### src/hw/rtl/srh_pkg.sv
// ---------------------------------------------------------------------------
// Substring rolling hash package
// Widths, the Mersenne modulus and the item and status codes.
// ---------------------------------------------------------------------------
package srh_pkg;

   localparam int MAX_LENGTH = 1024;
   localparam int LEN_W      = $clog2(MAX_LENGTH + 1);
   localparam int HASH_W     = 61;
   localparam int BYTE_W     = 8;
   localparam int STATUS_W   = 2;

   localparam logic [HASH_W-1:0] HASH_MOD   = {HASH_W{1'b1}};
   localparam logic [HASH_W-1:0] BASE_RESET = HASH_W'(131);

   localparam logic KIND_APPEND = 1'b0;
   localparam logic KIND_QUERY  = 1'b1;

   localparam logic [STATUS_W-1:0] STATUS_OK        = 2'd0;
   localparam logic [STATUS_W-1:0] STATUS_BAD_RANGE = 2'd1;
   localparam logic [STATUS_W-1:0] STATUS_FULL      = 2'd2;

endpackage

### src/hw/rtl/srh_mulmod.sv
// ---------------------------------------------------------------------------
// Modular multiplier, modulus 2^61-1
// Multi-cycle product of two reduced operands from four 32-by-32 partial
// products, accumulated and folded; done pulses once the folded product is registered.
// ---------------------------------------------------------------------------
module srh_mulmod
   import srh_pkg::*;
(
   input  logic              clock,
   input  logic              reset,
   input  logic              start,
   input  logic [HASH_W-1:0] op_a,
   input  logic [HASH_W-1:0] op_b,
   output logic              done,
   output logic [HASH_W-1:0] product
);

   localparam int HALF_W = 32;
   localparam int PROD_W = 2 * HALF_W;
   localparam int ACC_W  = 2 * HASH_W;

   localparam logic [2:0] CNT_LAST_PP = 3'd3;
   localparam logic [2:0] CNT_ACC_END = 3'd4;
   localparam logic [2:0] CNT_SUM     = 3'd5;
   localparam logic [2:0] CNT_FOLD    = 3'd6;

   localparam logic [1:0] PAIR_LL = 2'd0;
   localparam logic [1:0] PAIR_LH = 2'd1;
   localparam logic [1:0] PAIR_HL = 2'd2;
   localparam logic [1:0] PAIR_HH = 2'd3;

   logic              busy_ff;
   logic [2:0]        cnt_ff;
   logic              done_ff;
   logic [HASH_W-1:0] a_ff;
   logic [HASH_W-1:0] b_ff;
   logic [PROD_W-1:0] pp_ff;
   logic [1:0]        pair_ff;
   logic [ACC_W-1:0]  acc_ff;
   logic [HASH_W:0]   sum_ff;
   logic [HASH_W-1:0] product_ff;

   logic [HALF_W-1:0] mul_x;
   logic [HALF_W-1:0] mul_y;
   logic [ACC_W-1:0]  pp_shifted;
   logic [HASH_W:0]   fold_sum;

   always_comb begin
      case (cnt_ff[1:0])
         PAIR_LL: begin
            mul_x = a_ff[HALF_W-1:0];
            mul_y = b_ff[HALF_W-1:0];
         end
         PAIR_LH: begin
            mul_x = a_ff[HALF_W-1:0];
            mul_y = HALF_W'(b_ff[HASH_W-1:HALF_W]);
         end
         PAIR_HL: begin
            mul_x = HALF_W'(a_ff[HASH_W-1:HALF_W]);
            mul_y = b_ff[HALF_W-1:0];
         end
         PAIR_HH: begin
            mul_x = HALF_W'(a_ff[HASH_W-1:HALF_W]);
            mul_y = HALF_W'(b_ff[HASH_W-1:HALF_W]);
         end
         default: begin
            mul_x = '0;
            mul_y = '0;
         end
      endcase
   end

   always_comb begin
      case (pair_ff)
         PAIR_LL:          pp_shifted = ACC_W'(pp_ff);
         PAIR_LH, PAIR_HL: pp_shifted = ACC_W'({pp_ff, {HALF_W{1'b0}}});
         PAIR_HH:          pp_shifted = {pp_ff[ACC_W-PROD_W-1:0], {PROD_W{1'b0}}};
         default:          pp_shifted = '0;
      endcase
   end

   assign fold_sum = {1'b0, sum_ff[HASH_W-1:0]} + (HASH_W + 1)'(sum_ff[HASH_W]);

   always_ff @(posedge clock) begin
      if (reset) begin
         busy_ff <= 1'b0;
         cnt_ff  <= '0;
         done_ff <= 1'b0;
      end else begin
         done_ff <= 1'b0;
         if (start) begin
            busy_ff <= 1'b1;
            cnt_ff  <= '0;
            a_ff    <= op_a;
            b_ff    <= op_b;
            acc_ff  <= '0;
         end else if (busy_ff) begin
            cnt_ff <= cnt_ff + 3'd1;
            if (cnt_ff <= CNT_LAST_PP) begin
               pp_ff   <= PROD_W'(mul_x) * PROD_W'(mul_y);
               pair_ff <= cnt_ff[1:0];
            end
            if (cnt_ff != 3'd0 && cnt_ff <= CNT_ACC_END) begin
               acc_ff <= acc_ff + pp_shifted;
            end
            if (cnt_ff == CNT_SUM) begin
               sum_ff <= {1'b0, acc_ff[ACC_W-1:HASH_W]} + {1'b0, acc_ff[HASH_W-1:0]};
            end
            if (cnt_ff == CNT_FOLD) begin
               busy_ff <= 1'b0;
               done_ff <= 1'b1;
               if (fold_sum >= {1'b0, HASH_MOD}) begin
                  product_ff <= HASH_W'(fold_sum - {1'b0, HASH_MOD});
               end else begin
                  product_ff <= fold_sum[HASH_W-1:0];
               end
            end
         end
      end
   end

   assign done    = done_ff;
   assign product = product_ff;

endmodule

### config.mk
export PLATFORM = sky130hd
export DESIGN_NAME = srh_mulmod
export DESIGN_NICKNAME = d
export VERILOG_FILES = /design/src/hw/rtl/srh_pkg.sv /design/src/hw/rtl/srh_mulmod.sv
export SDC_FILE = /design/constraint.sdc
export NUM_CORES = 2
export LEC_CHECK = 0
export BUFFER_PORTS_ARGS = -buffer_cell sky130_fd_sc_hd__buf_2
export CAP_MARGIN = 20
export CORE_UTILIZATION = 23
export DETAILED_ROUTE_END_ITERATION = 16
export GPL_ROUTABILITY_DRIVEN = 0
export PLACE_DENSITY_LB_ADDON = 0.15
export SYNTH_ARGS = -nofsm -noshare
export SYNTH_HDL_FRONTEND = slang
export SYNTH_SLANG_ARGS = --single-unit
### constraint.sdc
create_clock -name clock -period 20.7 [get_ports clock]
set_clock_uncertainty 0.15 [all_clocks]
set_input_delay 1.035 -clock clock [delete_from_list [all_inputs] [get_ports clock]]
set_output_delay 1.035 -clock clock [all_outputs]
set_load 0.02 [all_outputs]
==> run metrics <==
status finished, final reports clean; GR Overflow Total 0; First DRT Iteration DRCs 3913; Net count, final 8304; H-tree Lvls 2; vias per cell 4.76; worst-margin pin slew 1.12 ns; vias in the first global route 51900; worst hold path type in -> reg; Setup TNS Final 0 ns; row count 190; Worst EP required 21.04 ns; cell family with most CP delay adder cells; Yosys reg bits 438; WL final 257000 microns; die area 0.272 sq mm; clk slew on worst S/H paths 0.09 ns; RSZ-0062 raised after global routing no; initial antenna violation count 6; number of buffers created by CTS 57; FILL cells 28800; ANT nets after route 0; CTS tree yes; critical path depth 31; Worst EP arrival 11.71 ns; Post-DP HPWL 206000 microns; max cap viols 0; Mapped Nets 8290; Post-synth EDFFs 433; footprint of the multi-input gates 0.0441 sq mm; multiplexer share of the synthesized area 0.0218; hold_buf cts 0; Crit path buffers/inverters 7; Crit-path slowest cell buf_4; Tot GR Track Use 0.187; Mapped Area 0.0620 sq mm; Core Box Area 0.268 sq mm; via count 49600; largest net degree at the start of global routing 123; share of layout cells above drive strength 1 0.0803; critical path fanouts, max 54; buffers inserted by post-CTS timing repair 0; Yosys cell types 97; Clk Tree Root Cell clkbuf_16; Pre-antenna DRT Iters 6; sequential fraction of the synthesis area 0.211; commonest non-fill, non-tap cell in the layout inv_1; clk sink count 438; Most common cell on crit path fa_1; Main synth FF type edfxtp_1; min cycle time layout 11.37 ns; Layout Utilization 0.258; I/O pin cnt 187; clk_lat worst skew 0.77 ns; Final Hold Viols 0; die height 521 microns; fin crit share 0.549; chip width 521 microns; area grow syn2layout 11.5%; clk buf depth 3; simple-gate share of the synthesized area 0.157; slowest cell delay on critical path 0.82 ns; XOR/XNOR share of the synthesized area 0.0387; Post-Synthesis Cells 6812; synthesized area per cell 9.10 sq um; fraction of the mapped netlist area in compound gates 0.107; most frequent cells in the layout inv_1 (1013), nor2_1 (959), fa_1 (898), nand2_1 (702), ha_1 (453); Final setup viols 0; buffers added on ports 186; Worst slew margin 0.236; first-pass GRT wire length 369000 microns; kind of start point of the critical path register; Slew Viols, Final 0; drt wl/cell 24.7 microns; Initial Util 0.231; area occupied by registers 0.0131 sq mm; hold depth 1; Max Clk Rate 0.0879 GHz; Adder-Cell Fraction of Synth Area 0.382; DRC errors left 0; YS warnings 0; Worst R2R Path Depth 31; Worst Path Class, Setup reg -> reg; CTS resizes 0; Worst setup EP type register; largest family of logic cells by synthesized area adder cells; fraction of registers with async set/reset 0
-- final timing paths --
path | start | to | slack [ns]
max reg2reg | cnt_ff[0]$_SDFFE_PN0P_ | pp_ff[62]$_DFFE_PP_ | 9.33
min reg2reg | cnt_ff[1]$_SDFFE_PN0P_ | pair_ff[1]$_DFFE_PP_ | 0.41
min | op_a[23] | a_ff[23]$_DFFE_PP_ | 0.30
max | cnt_ff[0]$_SDFFE_PN0P_ | pp_ff[62]$_DFFE_PP_ | 9.33
-- registers in the layout (all words and copies together), names as in the netlist --
register  count
busy_ff       1
a_ff         61
sum_ff       62
pair_ff       2
done          1
pp_ff        64
b_ff         61
acc_ff      122
cnt_ff        3
product      61
-- through the flow --
step / cells / instance area, sq um / setup WS (ns) / hold WS [ns]
after detailed placement: 10300 / 67100 / 9.21 / 0.394
after floorplan: 6812 / 62000 / 11.20 / 0.357
after global routing: 10400 / 69100 / 8.89 / 0.271
final: 10400 / 69100 / 9.33 / 0.298
after global placement: 10300 / 67100 / 9.29 / 0.384
after CTS: 10400 / 69100 / 9.27 / 0.222
-- synthesized netlist by cell type (71+ instances only) --
| cell type | number | area [sq um] |
|---|---|---|
| fa_1 | 898 | 18000 |
| nand3_1 | 73 | 365 |
| a21o_1 | 148 | 1110 |
| nand4_1 | 118 | 738 |
| and2_1 | 74 | 463 |
| ha_1 | 455 | 5690 |
| inv_1 | 1013 | 3800 |
| xor2_1 | 97 | 850 |
| o21bai_1 | 75 | 563 |
| clkbuf_1 | 287 | 1080 |
| edfxtp_1 | 433 | 13000 |
| nor3_1 | 71 | 355 |
| a21oi_1 | 366 | 1830 |
| nor2_1 | 963 | 3610 |
| nand2_1 | 703 | 2640 |
| xnor2_1 | 177 | 1550 |
| o21ai_0 | 206 | 1030 |
-- metal layers --
| layer | up-vias | GRT usage | part of all wire |
|---|---|---|---|
| li1 | 22200 | - | - |
| met1 | 25400 | 0.251 | 0.44 |
| met2 | 1627 | 0.308 | 0.46 |
| met3 | 350 | 0.0213 | 0.051 |
| met4 | 2 | 0.0708 | 0.043 |
| met5 | - | 0 | 0.000043 |
-- final cells by class --
type / count / area share
Tap cell: 3552 / 0.0643
Inverter: 1013 / 0.0550
Clock buffer: 63 / 0.0210
Antenna cell: 4 / 0.000145
Sequential cell: 438 / 0.190
Clock inverter: 42 / 0.00726
Timing Repair Buffer: 282 / 0.0241
Multi-Input combinational cell: 5034 / 0.639
-- kinds of logic after synthesis --
group	count (synthesis)
AND/OR/NAND/NOR	2227
adder cells (fa/ha/maj)	1353
buffers and inverters	1340
AO/OA/AOI/OAI	1053
flip-flops	438
XOR/XNOR	274
multiplexers	127
Power is not shown: default switching activity piles up to over one toggle a cycle in this logic, so the estimate is an artifact.
